===== src/rtl/frm_pkg.sv =====
// Shared types and constants for the fraction reduction block.
package frm_pkg;

   localparam int VALUE_WIDTH = 32;
   localparam int CNT_WIDTH   = $clog2(VALUE_WIDTH);

   typedef logic [VALUE_WIDTH-1:0] mag_type;
   typedef logic [CNT_WIDTH-1:0]   cnt_type;

   typedef struct packed {
      logic signed [VALUE_WIDTH-1:0] numer_in;
      logic signed [VALUE_WIDTH-1:0] denom_in;
   } req_type;

   typedef struct packed {
      logic signed [VALUE_WIDTH-1:0] whole_part;
      logic signed [VALUE_WIDTH-1:0] numer_out;
      logic signed [VALUE_WIDTH-1:0] denom_out;
      logic                          zero_denom;
   } rsp_type;

   typedef enum logic [1:0] {
      SEL_ZDEN   = 2'd0,
      SEL_ZNUM   = 2'd1,
      SEL_PROPER = 2'd2,
      SEL_MIXED  = 2'd3
   } out_sel_type;

   typedef struct packed {
      logic        load;
      logic        gcd_step;
      logic        red_start;
      logic        split_start;
      logic        div_step;
      logic        div_pair;
      logic        out_write;
      out_sel_type out_sel;
   } dp_cmd_type;

   typedef struct packed {
      logic denom_zero;
      logic numer_zero;
      logic gcd_done;
      logic div_last;
      logic split_take;
   } dp_sts_type;

endpackage


===== src/rtl/frm_datapath.sv =====
// Datapath: sign handling, binary GCD, two restoring division lanes, result register.
module frm_datapath (
   input  logic                clock,
   input  frm_pkg::req_type    req_data,
   input  frm_pkg::dp_cmd_type cmd,
   output frm_pkg::dp_sts_type sts,
   output frm_pkg::rsp_type    rsp_data
);
   import frm_pkg::*;

   localparam mag_type SIGN_MAG = {1'b1, {(VALUE_WIDTH-1){1'b0}}};
   localparam mag_type MAG_ZERO = '0;
   localparam mag_type MAG_ONE  = {{(VALUE_WIDTH-1){1'b0}}, 1'b1};
   localparam cnt_type CNT_ONE  = {{(CNT_WIDTH-1){1'b0}}, 1'b1};
   localparam cnt_type CNT_LAST = CNT_WIDTH'(VALUE_WIDTH-1);

   function automatic mag_type pack_signed(input logic neg, input mag_type mag);
      pack_signed = neg ? (MAG_ZERO - mag) : mag;
   endfunction

   mag_type a_ff, a_in, b_ff, b_in;
   cnt_type k_ff, k_in;
   logic    nn_ff, nn_in, nd_ff, nd_in;
   logic    dz_ff, dz_in, nz_ff, nz_in;
   mag_type q0_ff, q0_in, q1_ff, q1_in;
   mag_type r0_ff, r0_in, r1_ff, r1_in;
   mag_type d0_ff, d0_in, d1_ff, d1_in;
   cnt_type cnt_ff, cnt_in;
   rsp_type rsp_ff, rsp_in;

   mag_type           mn_raw, md_raw, gcd_val;
   logic              nn_raw, nd_raw, wneg;
   logic [VALUE_WIDTH:0] sh0, sh1, diff0, diff1;
   logic              ge0, ge1;
   logic              split_take;

   // sign/magnitude compare of the reduced fraction, zero counts as non-negative
   always_comb begin
      if (nn_ff != nd_ff) begin
         split_take = !nn_ff;
      end else if (!nn_ff) begin
         split_take = (q0_ff >= q1_ff);
      end else begin
         split_take = (q0_ff <= q1_ff);
      end
   end

   assign sts.split_take = split_take;
   assign sts.denom_zero = dz_ff;
   assign sts.numer_zero = nz_ff;
   assign sts.gcd_done   = (a_ff == MAG_ZERO) || (b_ff == MAG_ZERO);
   assign sts.div_last   = (cnt_ff == CNT_LAST);

   assign nn_raw  = req_data.numer_in[VALUE_WIDTH-1];
   assign nd_raw  = req_data.denom_in[VALUE_WIDTH-1];
   assign mn_raw  = nn_raw ? (MAG_ZERO - mag_type'(req_data.numer_in))
                           : mag_type'(req_data.numer_in);
   assign md_raw  = nd_raw ? (MAG_ZERO - mag_type'(req_data.denom_in))
                           : mag_type'(req_data.denom_in);
   assign gcd_val = (a_ff | b_ff) << k_ff;

   assign sh0   = {r0_ff, q0_ff[VALUE_WIDTH-1]};
   assign sh1   = {r1_ff, q1_ff[VALUE_WIDTH-1]};
   assign diff0 = sh0 - {1'b0, d0_ff};
   assign diff1 = sh1 - {1'b0, d1_ff};
   assign ge0   = (sh0 >= {1'b0, d0_ff});
   assign ge1   = (sh1 >= {1'b0, d1_ff});
   assign wneg  = (nn_ff != nd_ff) && (q0_ff != MAG_ZERO);

   always_comb begin
      a_in   = a_ff;
      b_in   = b_ff;
      k_in   = k_ff;
      nn_in  = nn_ff;
      nd_in  = nd_ff;
      dz_in  = dz_ff;
      nz_in  = nz_ff;
      q0_in  = q0_ff;
      q1_in  = q1_ff;
      r0_in  = r0_ff;
      r1_in  = r1_ff;
      d0_in  = d0_ff;
      d1_in  = d1_ff;
      cnt_in = cnt_ff;
      rsp_in = rsp_ff;

      if (cmd.load) begin
         a_in  = mn_raw;
         b_in  = md_raw;
         k_in  = '0;
         // both negative: negate both; the most negative value stays negative
         nn_in = (nn_raw && nd_raw) ? (mn_raw == SIGN_MAG) : nn_raw;
         nd_in = (nn_raw && nd_raw) ? (md_raw == SIGN_MAG) : nd_raw;
         dz_in = (md_raw == MAG_ZERO);
         nz_in = (mn_raw == MAG_ZERO);
         q0_in = mn_raw;
         q1_in = md_raw;
      end

      if (cmd.gcd_step) begin
         priority if (!a_ff[0] && !b_ff[0]) begin
            a_in = a_ff >> 1;
            b_in = b_ff >> 1;
            k_in = k_ff + CNT_ONE;
         end else if (!a_ff[0]) begin
            a_in = a_ff >> 1;
         end else if (!b_ff[0]) begin
            b_in = b_ff >> 1;
         end else if (a_ff >= b_ff) begin
            a_in = (a_ff - b_ff) >> 1;
         end else begin
            b_in = (b_ff - a_ff) >> 1;
         end
      end

      if (cmd.red_start) begin
         r0_in  = '0;
         r1_in  = '0;
         d0_in  = gcd_val;
         d1_in  = gcd_val;
         cnt_in = '0;
      end

      // reuse lane 0 for the whole part; lane 1 keeps the reduced denominator
      if (cmd.split_start) begin
         r0_in  = '0;
         d0_in  = q1_ff;
         cnt_in = '0;
      end

      if (cmd.div_step) begin
         r0_in  = ge0 ? diff0[VALUE_WIDTH-1:0] : sh0[VALUE_WIDTH-1:0];
         q0_in  = {q0_ff[VALUE_WIDTH-2:0], ge0};
         cnt_in = cnt_ff + CNT_ONE;
         if (cmd.div_pair) begin
            r1_in = ge1 ? diff1[VALUE_WIDTH-1:0] : sh1[VALUE_WIDTH-1:0];
            q1_in = {q1_ff[VALUE_WIDTH-2:0], ge1};
         end
      end

      if (cmd.out_write) begin
         unique case (cmd.out_sel)
            SEL_ZDEN: begin
               rsp_in.whole_part = '0;
               rsp_in.numer_out  = '0;
               rsp_in.denom_out  = '0;
               rsp_in.zero_denom = 1'b1;
            end
            SEL_ZNUM: begin
               rsp_in.whole_part = '0;
               rsp_in.numer_out  = '0;
               rsp_in.denom_out  = signed'(MAG_ONE);
               rsp_in.zero_denom = 1'b0;
            end
            SEL_PROPER: begin
               rsp_in.whole_part = '0;
               rsp_in.numer_out  = signed'(pack_signed(nn_ff, q0_ff));
               rsp_in.denom_out  = signed'(pack_signed(nd_ff, q1_ff));
               rsp_in.zero_denom = 1'b0;
            end
            SEL_MIXED: begin
               rsp_in.whole_part = signed'(pack_signed(wneg, q0_ff));
               rsp_in.numer_out  = signed'(pack_signed(nn_ff, r0_ff));
               rsp_in.denom_out  = signed'(pack_signed(nd_ff, q1_ff));
               rsp_in.zero_denom = 1'b0;
            end
            default: begin
               rsp_in = rsp_ff;
            end
         endcase
      end
   end

   always_ff @(posedge clock) begin
      a_ff   <= a_in;
      b_ff   <= b_in;
      k_ff   <= k_in;
      nn_ff  <= nn_in;
      nd_ff  <= nd_in;
      dz_ff  <= dz_in;
      nz_ff  <= nz_in;
      q0_ff  <= q0_in;
      q1_ff  <= q1_in;
      r0_ff  <= r0_in;
      r1_ff  <= r1_in;
      d0_ff  <= d0_in;
      d1_ff  <= d1_in;
      cnt_ff <= cnt_in;
      rsp_ff <= rsp_in;
   end

   assign rsp_data = rsp_ff;

endmodule


===== src/rtl/frm_ctrl.sv =====
// Controller: sequences load, GCD, reduction, split and result hand-off.
module frm_ctrl (
   input  logic                clock,
   input  logic                reset,
   input  logic                req_valid,
   output logic                req_ready,
   output logic                rsp_valid,
   input  logic                rsp_ready,
   input  frm_pkg::dp_sts_type sts,
   output frm_pkg::dp_cmd_type cmd
);
   import frm_pkg::*;

   typedef enum logic [6:0] {
      ST_IDLE   = 7'b0000001,
      ST_CHECK  = 7'b0000010,
      ST_GCD    = 7'b0000100,
      ST_REDUCE = 7'b0001000,
      ST_CMP    = 7'b0010000,
      ST_SPLIT  = 7'b0100000,
      ST_FINISH = 7'b1000000
   } state_type;

   state_type   state_ff, state_in;
   out_sel_type sel_ff, sel_in;
   logic        rsp_valid_ff, rsp_valid_in;

   always_comb begin
      state_in    = state_ff;
      sel_in      = sel_ff;
      cmd         = '0;
      cmd.out_sel = sel_ff;
      req_ready   = 1'b0;

      unique case (state_ff)
         ST_IDLE: begin
            req_ready = 1'b1;
            if (req_valid) begin
               cmd.load = 1'b1;
               state_in = ST_CHECK;
            end
         end
         ST_CHECK: begin
            priority if (sts.denom_zero) begin
               sel_in   = SEL_ZDEN;
               state_in = ST_FINISH;
            end else if (sts.numer_zero) begin
               sel_in   = SEL_ZNUM;
               state_in = ST_FINISH;
            end else begin
               state_in = ST_GCD;
            end
         end
         ST_GCD: begin
            if (sts.gcd_done) begin
               cmd.red_start = 1'b1;
               state_in      = ST_REDUCE;
            end else begin
               cmd.gcd_step = 1'b1;
            end
         end
         ST_REDUCE: begin
            cmd.div_step = 1'b1;
            cmd.div_pair = 1'b1;
            if (sts.div_last) begin
               state_in = ST_CMP;
            end
         end
         ST_CMP: begin
            if (sts.split_take) begin
               cmd.split_start = 1'b1;
               state_in        = ST_SPLIT;
            end else begin
               sel_in   = SEL_PROPER;
               state_in = ST_FINISH;
            end
         end
         ST_SPLIT: begin
            cmd.div_step = 1'b1;
            if (sts.div_last) begin
               sel_in   = SEL_MIXED;
               state_in = ST_FINISH;
            end
         end
         ST_FINISH: begin
            // hold until the result register is free
            if (!rsp_valid_ff || rsp_ready) begin
               cmd.out_write = 1'b1;
               state_in      = ST_IDLE;
            end
         end
         default: begin
            state_in = ST_IDLE;
         end
      endcase
   end

   always_comb begin
      priority if (cmd.out_write) begin
         rsp_valid_in = 1'b1;
      end else if (rsp_ready) begin
         rsp_valid_in = 1'b0;
      end else begin
         rsp_valid_in = rsp_valid_ff;
      end
   end

   always_ff @(posedge clock) begin
      if (reset) begin
         state_ff     <= ST_IDLE;
         sel_ff       <= SEL_ZDEN;
         rsp_valid_ff <= 1'b0;
      end else begin
         state_ff     <= state_in;
         sel_ff       <= sel_in;
         rsp_valid_ff <= rsp_valid_in;
      end
   end

   assign rsp_valid = rsp_valid_ff;

endmodule


===== src/rtl/fraction_reduce_mixed_top.sv =====
// Fraction reduction to mixed form: takes a signed numerator and denominator,
// reduces them by the GCD of their magnitudes (a zero numerator gives 0/1, and
// when both are negative both are negated) and, where the reduced numerator is
// at least the denominator in a signed compare, splits off a truncated whole
// part and keeps the remainder as the numerator. A zero denominator returns
// zero_denom set with all other fields 0. One transaction is in flight at a
// time; a finished result sits in the output register, so the next
// transaction is taken while it waits. A zero numerator or denominator goes
// from the check straight to the result; any other fraction runs the binary
// GCD loop (one subtract-and-shift per cycle), then the two restoring
// division lanes for the reduction and, where it splits, one lane for the
// whole part.
module fraction_reduce_mixed_top (
   input  logic             clock,
   input  logic             reset,
   input  logic             req_valid,
   output logic             req_ready,
   input  frm_pkg::req_type req_data,
   output logic             rsp_valid,
   input  logic             rsp_ready,
   output frm_pkg::rsp_type rsp_data
);
   import frm_pkg::*;

   dp_cmd_type cmd;
   dp_sts_type sts;

   frm_ctrl u_ctrl (
      .clock     (clock),
      .reset     (reset),
      .req_valid (req_valid),
      .req_ready (req_ready),
      .rsp_valid (rsp_valid),
      .rsp_ready (rsp_ready),
      .sts       (sts),
      .cmd       (cmd)
   );

   frm_datapath u_datapath (
      .clock    (clock),
      .req_data (req_data),
      .cmd      (cmd),
      .sts      (sts),
      .rsp_data (rsp_data)
   );

endmodule


===== config.mk =====
export PLATFORM = sky130hd
export DESIGN_NAME = fraction_reduce_mixed_top
export DESIGN_NICKNAME = d
export VERILOG_FILES = /design/src/rtl/frm_pkg.sv /design/src/rtl/frm_datapath.sv /design/src/rtl/frm_ctrl.sv /design/src/rtl/fraction_reduce_mixed_top.sv
export SDC_FILE = /design/constraint.sdc
export NUM_CORES = 1
export LEC_CHECK = 0
export ABC_AREA = 1
export BUFFER_PORTS_ARGS = -buffer_cell sky130_fd_sc_hd__buf_2
export CELL_PAD_IN_SITES_DETAIL_PLACEMENT = 1
export CELL_PAD_IN_SITES_GLOBAL_PLACEMENT = 1
export CORE_AREA = 2 2 293 266
export DETAILED_ROUTE_END_ITERATION = 6
export DIE_AREA = 0 0 295 268
export PLACE_DENSITY_LB_ADDON = 0.1
export SKIP_LAST_GASP = 1
export SYNTH_ARGS = -nofsm -noshare
export SYNTH_HDL_FRONTEND = slang
export SYNTH_SLANG_ARGS = --single-unit

===== constraint.sdc =====
create_clock -name clock -period 7.3 [get_ports clock]
set_input_delay 1.46 -clock clock [delete_from_list [all_inputs] [get_ports clock]]
set_output_delay 1.46 -clock clock [all_outputs]
set_load 0.005 [all_outputs]

==> report_table.html, run 1 <==
<table>
<tr><th>Metric</th><th>Value</th></tr>
<tr><th colspan="2">Status</th></tr>
<tr><td>Run status</td><td>finished clean</td></tr>
<tr><th colspan="2">Logic synthesis</th></tr>
<tr><td>Yosys cell types</td><td>65</td></tr>
<tr><td>Summed instance area of the synthesized netlist</td><td>31800 um^2</td></tr>
<tr><td>Synthesized netlist net count</td><td>4920</td></tr>
<tr><td>Share of synthesized registers carrying an async set or reset</td><td>0</td></tr>
<tr><td>Simple-gate portion of the synthesized area</td><td>0.291</td></tr>
<tr><td>Top-count cell post-synth</td><td>sky130_fd_sc_hd__nand2_1</td></tr>
<tr><td>Dominant combinational cell family by area after synthesis</td><td>simple AND/OR/NAND/NOR gates</td></tr>
<tr><td>Area fraction of the dominant cell type after synthesis</td><td>0.221</td></tr>
<tr><td>Most used flip-flop cell after synthesis</td><td>sky130_fd_sc_hd__edfxtp_1</td></tr>
<tr><td>Synthesized flop and latch total</td><td>377</td></tr>
<tr><td>Synthesized-area fraction occupied by ao, oa, aoi and oai cells</td><td>0.187</td></tr>
<tr><td>Post-synthesis sequential area ratio</td><td>0.311</td></tr>
<tr><td>Post-synth EDFFs</td><td>234</td></tr>
<tr><td>Post-synthesis share of cell area spent on xor and xnor gates</td><td>0.0345</td></tr>
<tr><td>Synth Area in Adders</td><td>0.0809</td></tr>
<tr><td>Area leader, netlist</td><td>sky130_fd_sc_hd__edfxtp_1</td></tr>
<tr><td>Most area-consuming cells after synthesis</td><td>sky130_fd_sc_hd__edfxtp_1, sky130_fd_sc_hd__nand2_1, sky130_fd_sc_hd__dfxtp_1, sky130_fd_sc_hd__ha_1, sky130_fd_sc_hd__o21ai_0</td></tr>
<tr><td>Total of warnings raised by yosys</td><td>0</td></tr>
<tr><td>Average cell area after synthesis</td><td>6.84 um^2</td></tr>
<tr><td>Top cell types by occurrence after synthesis</td><td>sky130_fd_sc_hd__nand2_1, sky130_fd_sc_hd__inv_1, sky130_fd_sc_hd__nor2_1, sky130_fd_sc_hd__o21ai_0, sky130_fd_sc_hd__a21oi_1</td></tr>
<tr><td>Number of instances in the synthesized netlist</td><td>4649</td></tr>
<tr><td>Proportion of synthesized area in mux cells</td><td>0.00598</td></tr>
<tr><th colspan="2">Place</th></tr>
<tr><td>IO buf count</td><td>166</td></tr>
<tr><td>Sum of net half-perimeters after detailed placement</td><td>111000 um</td></tr>
<tr><td># placed instances</td><td>5709</td></tr>
<tr><td>GPL Wtd Cong</td><td>0.994</td></tr>
<tr><td>Worst slack at placement</td><td>3.23 ns</td></tr>
<tr><th colspan="2">STA</th></tr>
<tr><td>RSZ-0062 raised after global routing</td><td>false</td></tr>
<tr><td>Clock skew after layout</td><td>0.0277 ns</td></tr>
<tr><td>Total Neg Setup Slack</td><td>0 ns</td></tr>
<tr><td>Max Clk Rate</td><td>235 MHz</td></tr>
<tr><td>Slew @ Worst Pin</td><td>1.16 ns</td></tr>
<tr><td>Final number of max-transition violations</td><td>0</td></tr>
<tr><td>Hold Vio Cnt, Final</td><td>0</td></tr>
<tr><td>Share of the cycle needed by the critical path after routing</td><td>0.583</td></tr>
<tr><td>Tmin final</td><td>4.25 ns</td></tr>
<tr><td>Worst setup slack after layout</td><td>3.05 ns</td></tr>
<tr><td>Final count of negative-setup-slack endpoints</td><td>0</td></tr>
<tr><td>Final hold slack</td><td>0.500 ns</td></tr>
<tr><td>Slew HR</td><td>0.225</td></tr>
<tr><th colspan="2">Power and ir drop</th></tr>
<tr><td>Switching power share of the total</td><td>0.533</td></tr>
<tr><td>Highest ir drop seen on vdd</td><td>0.000260 V</td></tr>
<tr><td>Register share of total power</td><td>0.235</td></tr>
<tr><td>Areal power density over the cells</td><td>418 nW/um^2</td></tr>
<tr><td>Leakage</td><td>15.8 nW</td></tr>
<tr><td>Design internal power</td><td>6.82 mW</td></tr>
<tr><td>Fraction of power consumed by combinational cells</td><td>0.593</td></tr>
<tr><td>Clock share of power</td><td>0.172</td></tr>
<tr><td>Net switching power</td><td>7.78 mW</td></tr>
<tr><th colspan="2">Cells and area</th></tr>
<tr><td>Fraction of layout cells with a size suffix above 1</td><td>0.0869</td></tr>
<tr><td>Final non-filler cell total</td><td>5796</td></tr>
<tr><td>Area growth syn-to-layout</td><td>9.96%</td></tr>
<tr><td>Total Nets Final</td><td>4999</td></tr>
<tr><th colspan="2">Clock network</th></tr>
<tr><td>Count of clock tree sinks</td><td>377</td></tr>
<tr><td>Master cell of the clock root buffer</td><td>sky130_fd_sc_hd__clkbuf_16</td></tr>
<tr><td>Skew-Pair Late Insertion Delay</td><td>0.61 ns</td></tr>
<tr><td>H-tree Lvls</td><td>2</td></tr>
<tr><td>CTS hold repair buffers</td><td>0</td></tr>
<tr><td>Total clock buffers created by CTS</td><td>46</td></tr>
<tr><td>Clock tree from TritonCTS</td><td>built</td></tr>
<tr><td>Cts repair resizes</td><td>0</td></tr>
<tr><td>Number of post-CTS setup repair buffers</td><td>0</td></tr>
<tr><td>Maximum clock insertion buffer count</td><td>3</td></tr>
<tr><td>Clk pin slew, worst setup/hold paths</td><td>0.06 ns</td></tr>
<tr><th colspan="2">Floorplanning</th></tr>
<tr><td>Floorplan Core Area</td><td>75800 um^2</td></tr>
<tr><td>Boundary Pins</td><td>167</td></tr>
<tr><td>Row Count</td><td>96</td></tr>
<tr><td>Initial Util</td><td>0.419</td></tr>
<tr><td>Die boundary height</td><td>268 um</td></tr>
<tr><td>Die area</td><td>79100 um^2</td></tr>
<tr><td>Die boundary width</td><td>295 um</td></tr>
<tr><th colspan="2">Route</th></tr>
<tr><td>Via count</td><td>33900</td></tr>
<tr><td>Routed wirelength normalized by instance count</td><td>24.2 um</td></tr>
<tr><td>Initial DRT Pass Iterations</td><td>6</td></tr>
<tr><td>DRC violation count after routing</td><td>0</td></tr>
<tr><td>Remaining antenna violation count after routing</td><td>0</td></tr>
<tr><td>Via density per instance</td><td>5.85</td></tr>
<tr><td>Total Wirelength</td><td>140000 um</td></tr>
<tr><td>Initial DRC count</td><td>3457</td></tr>
<tr><th colspan="2">Worst setup path</th></tr>
<tr><td>Startpoint of the worst-slack reg-to-reg timing path</td><td>u_datapath.q1_ff[25]</td></tr>
<tr><td>Endpoint kind of the worst setup timing path</td><td>register</td></tr>
<tr><td>Register-to-Register Setup Slack</td><td>3.05 ns</td></tr>
<tr><td>End of the worst register-to-register path</td><td>u_datapath.r0_ff[15]</td></tr>
<tr><td>Worst Path Class, Setup</td><td>reg2reg</td></tr>
<tr><td>Data required time of the critical path</td><td>7.33 ns</td></tr>
<tr><td>Worst r2r path cells</td><td>12</td></tr>
<tr><td>Maximum fanout along the worst path</td><td>70</td></tr>
<tr><td>Nature of the critical path startpoint</td><td>register</td></tr>
<tr><td>CP arrival</td><td>4.28 ns</td></tr>
<tr><th colspan="2">Min path</th></tr>
<tr><td>Worst min-delay path category</td><td>reg2reg</td></tr>
<tr><td>Beginning of the worst hold path</td><td>u_datapath.r1_ff[29]</td></tr>
<tr><td>Hold EP</td><td>u_datapath.r1_ff[29]</td></tr>
<tr><td>Worst hold path stage count</td><td>2</td></tr>
<tr><th colspan="2">GRT</th></tr>
<tr><td>Most congested layer reported by global routing</td><td>met2</td></tr>
<tr><td>Number of global-route vias before repair</td><td>32600</td></tr>
<tr><td>Met1 usage</td><td>0.488</td></tr>
<tr><td>Wire length of the first global-routing pass</td><td>207000 um</td></tr>
<tr><td>GRT Residual Overflow</td><td>0</td></tr>
<tr><td>Antenna violations before repair</td><td>10</td></tr>
<tr><td>Routing usage on met3</td><td>0.0486</td></tr>
<tr><td>Pin count of the biggest net entering global routing</td><td>88</td></tr>
<tr><td>Overall track demand over capacity in global routing</td><td>0.345</td></tr>
<tr><td>Global routing usage on met2</td><td>0.540</td></tr>
<tr><th colspan="2">Flow run</th></tr>
<tr><td>Number of maximum-capacitance violations</td><td>0</td></tr>
</table>
==> metrics by stage <==
stage,power (mW),util,instance area [um^2]
5_1_grt,15.5,0.461,34900
3_5_place_dp,11.8,0.440,33300
3_3_place_gp,11.7,0.440,33300
6_report,14.6,0.461,34900
2_1_floorplan,8.88,-,31800
4_1_cts,14.4,0.461,34900
==> critical path: stages (launching register included) <==
cell,delay (ns)
sky130_fd_sc_hd__dfxtp_1,0.45
sky130_fd_sc_hd__inv_1,0.26
sky130_fd_sc_hd__ha_1,0.37
sky130_fd_sc_hd__a21oi_1,0.15
sky130_fd_sc_hd__o21ai_0,0.10
sky130_fd_sc_hd__a21o_1,0.17
sky130_fd_sc_hd__a21oi_1,0.30
sky130_fd_sc_hd__nand2_1,0.11
sky130_fd_sc_hd__nand2_1,0.08
sky130_fd_sc_hd__nand3_1,0.15
sky130_fd_sc_hd__nand2_2,0.09
sky130_fd_sc_hd__buf_4,0.47
sky130_fd_sc_hd__nand3_2,0.94
==> power groups by stage <==
| stage | Clock [mW] | Sequential (mW) | Combinational, mW |
|---|---|---|---|
| final | 2.51 | 3.43 | 8.66 |
| after global routing | 2.60 | 3.47 | 9.39 |
| after CTS | 2.53 | 3.40 | 8.46 |
| after detailed placement | 0 | 3.44 | 8.40 |
| after global placement | 0 | 3.43 | 8.29 |
| after floorplan | 0 | 3.19 | 5.69 |
==> flip-flops by register name (all words and copies together) (netlist names) <==
register and cells:
u_ctrl.rsp_valid 1, u_ctrl.sel_ff 2, u_ctrl.state_ff 7, u_datapath.a_ff 32, u_datapath.b_ff 32, u_datapath.cnt_ff 5, u_datapath.d0_ff 32, u_datapath.d1_ff 32
u_datapath.dz_ff 1, u_datapath.k_ff 5, u_datapath.nd_ff 1, u_datapath.nn_ff 1, u_datapath.nz_ff 1, u_datapath.q0_ff 32, u_datapath.q1_ff 32, u_datapath.r0_ff 32
u_datapath.r1_ff 32, u_datapath.rsp_data 97
==> worst max path at each step <==
stage	start	end	slack [ns]	cells after the start
after floorplan	rsp_ready	u_datapath.rsp_data[0]	1.22	2
after global placement	u_datapath.q1_ff[25]	u_datapath.r0_ff[10]	3.29	12
after detailed placement	u_datapath.q1_ff[25]	u_datapath.r0_ff[10]	3.23	12
after CTS	u_datapath.q1_ff[25]	u_datapath.r0_ff[11]	3.17	12
after global routing	u_datapath.q1_ff[25]	u_datapath.r0_ff[13]	2.83	12
final	u_datapath.q1_ff[25]	u_datapath.r0_ff[15]	3.05	12
==> cell type report <==
type	count	area, um^2
antenna	2	5.00
clock buffer	58	1250
clock inverter	27	354
fill	9897	40900
inverter	548	2060
multi-input combinational	3561	19100
sequential	377	9890
tap	1029	1290
timing repair buffer	194	1040
==> metal layers <==
metal | up-vias | share of wire
li1 | 15800 | -
met1 | 16500 | 0.44
met2 | 1339 | 0.44
met3 | 240 | 0.077
met4 | 4 | 0.035
met5 | - | 0.00017
==> logic make-up after synthesis <==
| kind of cell | count (synthesis) |
|---|---|
| DFF | 377 |
| adders and majority gates | 203 |
| buffers and inverters | 711 |
| AOI/OAI and AO/OA | 1066 |
| and+or+nand+nor | 2148 |
| muxes | 19 |
| xor gates and xnor gates | 125 |
==> layout by cell type (no fill, tap or decap), types with 31 or more instances in the layout <==
cell,Yosys,final
sky130_fd_sc_hd__nand2_1,1133,1131
sky130_fd_sc_hd__inv_1,515,514
sky130_fd_sc_hd__nor2_1,454,452
sky130_fd_sc_hd__o21ai_0,450,449
sky130_fd_sc_hd__a21oi_1,371,371
sky130_fd_sc_hd__nand3_1,297,296
sky130_fd_sc_hd__edfxtp_1,234,234
sky130_fd_sc_hd__ha_1,199,199
sky130_fd_sc_hd__buf_2,33,166
sky130_fd_sc_hd__dfxtp_1,143,143
sky130_fd_sc_hd__xor2_1,104,104
sky130_fd_sc_hd__nor3_1,64,64
sky130_fd_sc_hd__nand4_1,60,60
sky130_fd_sc_hd__clkbuf_16,0,46
sky130_fd_sc_hd__o22ai_1,31,31
sky130_fd_sc_hd__a22oi_1,31,31
Note: power is estimated with default switching activity, not from simulation.
==> run 2, diff against run 1 <==
- clock period: 7.3 -> 4 ns (I/O delays scaled with it)
==> run 2 against run 1 <==
- cell count grew 0.72%
- sequential cell count is the same
- die area is the same
- setup slack lost 2.6 ns
- non-clock buffer count grew 41
- sequential power grew 80%
- routed wire length is essentially flat
- critical path type unchanged
==> report_table.html, run 2 (same netlist as run 1, synthesis figures left out) <==
<table>
<tr><th>Metric</th><th>Value</th></tr>
<tr><th colspan="2">Status</th></tr>
<tr><td>Run status</td><td>finished clean</td></tr>
<tr><th colspan="2">Route</th></tr>
<tr><td>Remaining antenna violation count after routing</td><td>0</td></tr>
<tr><td>Routed wirelength normalized by instance count</td><td>24.1 um</td></tr>
<tr><td>Via density per instance</td><td>5.78</td></tr>
<tr><td>Total Wirelength</td><td>140000 um</td></tr>
<tr><td>Initial DRT Pass Iterations</td><td>6</td></tr>
<tr><td>Via count</td><td>33700</td></tr>
<tr><td>Initial DRC count</td><td>3148</td></tr>
<tr><td>DRC violation count after routing</td><td>0</td></tr>
<tr><th colspan="2">Cells and area</th></tr>
<tr><td>Area taken by flip-flops and latches</td><td>9890 um^2</td></tr>
<tr><td>Diodes inserted</td><td>0</td></tr>
<tr><td>Area growth syn-to-layout</td><td>11.4%</td></tr>
<tr><td>Fill cell instance count of the final layout</td><td>9872</td></tr>
<tr><td>Fraction of layout cells with a size suffix above 1</td><td>0.0946</td></tr>
<tr><td>Leading cell type in the layout, fill and taps excluded</td><td>sky130_fd_sc_hd__nand2_1</td></tr>
<tr><td>Flip-flop count of the largest register, all copies and words added</td><td>97</td></tr>
<tr><td>Total Nets Final</td><td>5041</td></tr>
<tr><td>Post-route cell area</td><td>35400 um^2</td></tr>
<tr><td>Top library cells by usage in the layout, fill and taps aside</td><td>sky130_fd_sc_hd__nand2_1, sky130_fd_sc_hd__inv_1, sky130_fd_sc_hd__nor2_1, sky130_fd_sc_hd__o21ai_0, sky130_fd_sc_hd__a21oi_1</td></tr>
<tr><td>Area occupied by multi-input gates</td><td>19100 um^2</td></tr>
<tr><th colspan="2">Floorplanning</th></tr>
<tr><td>Row Count</td><td>96</td></tr>
<tr><td>Die boundary height</td><td>268 um</td></tr>
<tr><td>Initial Util</td><td>0.419</td></tr>
<tr><td>Floorplan Core Area</td><td>75800 um^2</td></tr>
<tr><td>Die area</td><td>79100 um^2</td></tr>
<tr><td>Boundary Pins</td><td>167</td></tr>
<tr><td>Die boundary width</td><td>295 um</td></tr>
<tr><th colspan="2">Worst setup path</th></tr>
<tr><td>Critical path buffer and inverter count</td><td>1</td></tr>
<tr><td>Worst r2r path cells</td><td>13</td></tr>
<tr><td>Maximum fanout along the worst path</td><td>5</td></tr>
<tr><td>Largest stage delay, worst path</td><td>0.56 ns</td></tr>
<tr><td>Worst Path Class, Setup</td><td>reg2reg</td></tr>
<tr><td>Nature of the critical path startpoint</td><td>register</td></tr>
<tr><td>CP arrival</td><td>3.90 ns</td></tr>
<tr><td>Most frequent cell on the critical path</td><td>sky130_fd_sc_hd__nand2_1</td></tr>
<tr><td>Register-to-Register Setup Slack</td><td>0.47 ns</td></tr>
<tr><td>Endpoint kind of the worst setup timing path</td><td>register</td></tr>
<tr><td>Critical-path cell with the highest stage delay</td><td>sky130_fd_sc_hd__o21ai_0</td></tr>
<tr><td>Data required time of the critical path</td><td>4.37 ns</td></tr>
<tr><td>End of the worst register-to-register path</td><td>u_datapath.r0_ff[22]</td></tr>
<tr><td>Startpoint of the worst-slack reg-to-reg timing path</td><td>u_datapath.q0_ff[31]</td></tr>
<tr><td>Crit-path cells</td><td>inv_1, ha_1, fa_1, o21ai_1, a21oi_1, o21ai_0, nand2_1, nand2_1, nor2_1, nor2_1, a21oi_1, nand3_1, nand2_1</td></tr>
<tr><td>Category of cells accounting for the largest share of critical-path delay</td><td>compound AO/OA/AOI/OAI gates</td></tr>
<tr><th colspan="2">Power and ir drop</th></tr>
<tr><td>Highest ir drop seen on vdd</td><td>0.000547 V</td></tr>
<tr><td>Areal power density over the cells</td><td>768 nW/um^2</td></tr>
<tr><td>Leakage</td><td>16.0 nW</td></tr>
<tr><td>Total power</td><td>27.2 mW</td></tr>
<tr><th colspan="2">Clock network</th></tr>
<tr><td>Clock tree from TritonCTS</td><td>built</td></tr>
<tr><td>Total clock buffers created by CTS</td><td>47</td></tr>
<tr><td>Master cell of the clock root buffer</td><td>sky130_fd_sc_hd__clkbuf_16</td></tr>
<tr><td>Number of post-CTS setup repair buffers</td><td>0</td></tr>
<tr><td>Skew-Pair Late Insertion Delay</td><td>0.61 ns</td></tr>
<tr><td>CTS hold repair buffers</td><td>0</td></tr>
<tr><td>Cts repair resizes</td><td>0</td></tr>
<tr><td>H-tree Lvls</td><td>2</td></tr>
<tr><td>Count of clock tree sinks</td><td>377</td></tr>
<tr><td>Clk pin slew, worst setup/hold paths</td><td>0.06 ns</td></tr>
<tr><td>Maximum clock insertion buffer count</td><td>3</td></tr>
<tr><th colspan="2">STA</th></tr>
<tr><td>Share of the cycle needed by the critical path after routing</td><td>0.883</td></tr>
<tr><td>Final hold slack</td><td>0.463 ns</td></tr>
<tr><td>Tmin final</td><td>3.53 ns</td></tr>
<tr><td>Total Neg Setup Slack</td><td>0 ns</td></tr>
<tr><td>Max Clk Rate</td><td>283 MHz</td></tr>
<tr><td>Final count of negative-setup-slack endpoints</td><td>0</td></tr>
<tr><td>RSZ-0062 raised after global routing</td><td>false</td></tr>
<tr><td>Slew @ Worst Pin</td><td>1.28 ns</td></tr>
<tr><td>Clock skew after layout</td><td>0.0360 ns</td></tr>
<tr><td>Final number of max-transition violations</td><td>0</td></tr>
<tr><td>Slew HR</td><td>0.139</td></tr>
<tr><td>Hold Vio Cnt, Final</td><td>0</td></tr>
<tr><th colspan="2">Place</th></tr>
<tr><td>Sum of net half-perimeters after detailed placement</td><td>113000 um</td></tr>
<tr><td>GPL Wtd Cong</td><td>0.986</td></tr>
<tr><td>Placed cell area</td><td>33700 um^2</td></tr>
<tr><td>IO buf count</td><td>166</td></tr>
<tr><th colspan="2">GRT</th></tr>
<tr><td>Wire length of the first global-routing pass</td><td>208000 um</td></tr>
<tr><td>Pin count of the biggest net entering global routing</td><td>90</td></tr>
<tr><td>Overall track demand over capacity in global routing</td><td>0.348</td></tr>
<tr><td>Number of global-route vias before repair</td><td>33100</td></tr>
<tr><td>GRT Residual Overflow</td><td>0</td></tr>
<tr><td>Antenna violations before repair</td><td>5</td></tr>
<tr><th colspan="2">Min path</th></tr>
<tr><td>Worst min-delay path category</td><td>in2reg</td></tr>
<tr><td>Worst hold path stage count</td><td>2</td></tr>
<tr><td>Beginning of the worst hold path</td><td>reset</td></tr>
<tr><td>Hold EP</td><td>u_ctrl.state_ff[6]</td></tr>
<tr><th colspan="2">Flow run</th></tr>
<tr><td>Number of maximum-capacitance violations</td><td>0</td></tr>
</table>
==> run 2: how the worst max path moves through the flow <==
stage	start	endpoint	slack [ns]	cells past startpoint
detailed placement	u_datapath.q0_ff[31]	u_datapath.r0_ff[22]	0.53	13
CTS	u_datapath.q0_ff[31]	u_datapath.r0_ff[22]	0.53	13
floorplan	rsp_ready	u_datapath.rsp_data[0]	0.19	2
global route	u_datapath.q0_ff[31]	u_datapath.r0_ff[22]	0.23	13
global placement	u_datapath.q0_ff[31]	u_datapath.r0_ff[22]	0.54	13
finish	u_datapath.q0_ff[31]	u_datapath.r0_ff[22]	0.47	13
==> run 2: metal layers <==
layer  vias to the layer above  wire length [um]  track usage  share of wire
met1                     16400             62300        0.484           0.44
met5                         -                13            0       0.000093
met3                       239             10900       0.0540          0.077
met4                         2              5270        0.120          0.038
li1                      15800                 -            -              -
met2                      1257             62000        0.547           0.44
==> run 2: cell type report <==
class | count | area share
Multi-Input combinational cell | 3561 | 0.538
Sequential cell | 377 | 0.279
Inverter | 548 | 0.0582
Clock inverter | 27 | 0.0111
Timing Repair Buffer | 235 | 0.0402
Clock buffer | 61 | 0.0364
Tap cell | 1029 | 0.0364
==> run 2: per-stage QoR <==
step / setup slack (ns) / cells / utilization
finish: 0.468 / 5838 / 0.467
global route: 0.230 / 5838 / 0.467
CTS: 0.527 / 5838 / 0.467
detailed placement: 0.525 / 5750 / 0.445
global placement: 0.540 / 5750 / 0.445
floorplan: 0.187 / 4649 / -
==> run 2: report_power, final <==
part           switching (mW)  internal (mW)
clock                    1.90           2.87
combinational            11.5           4.77
sequential              0.998           5.17
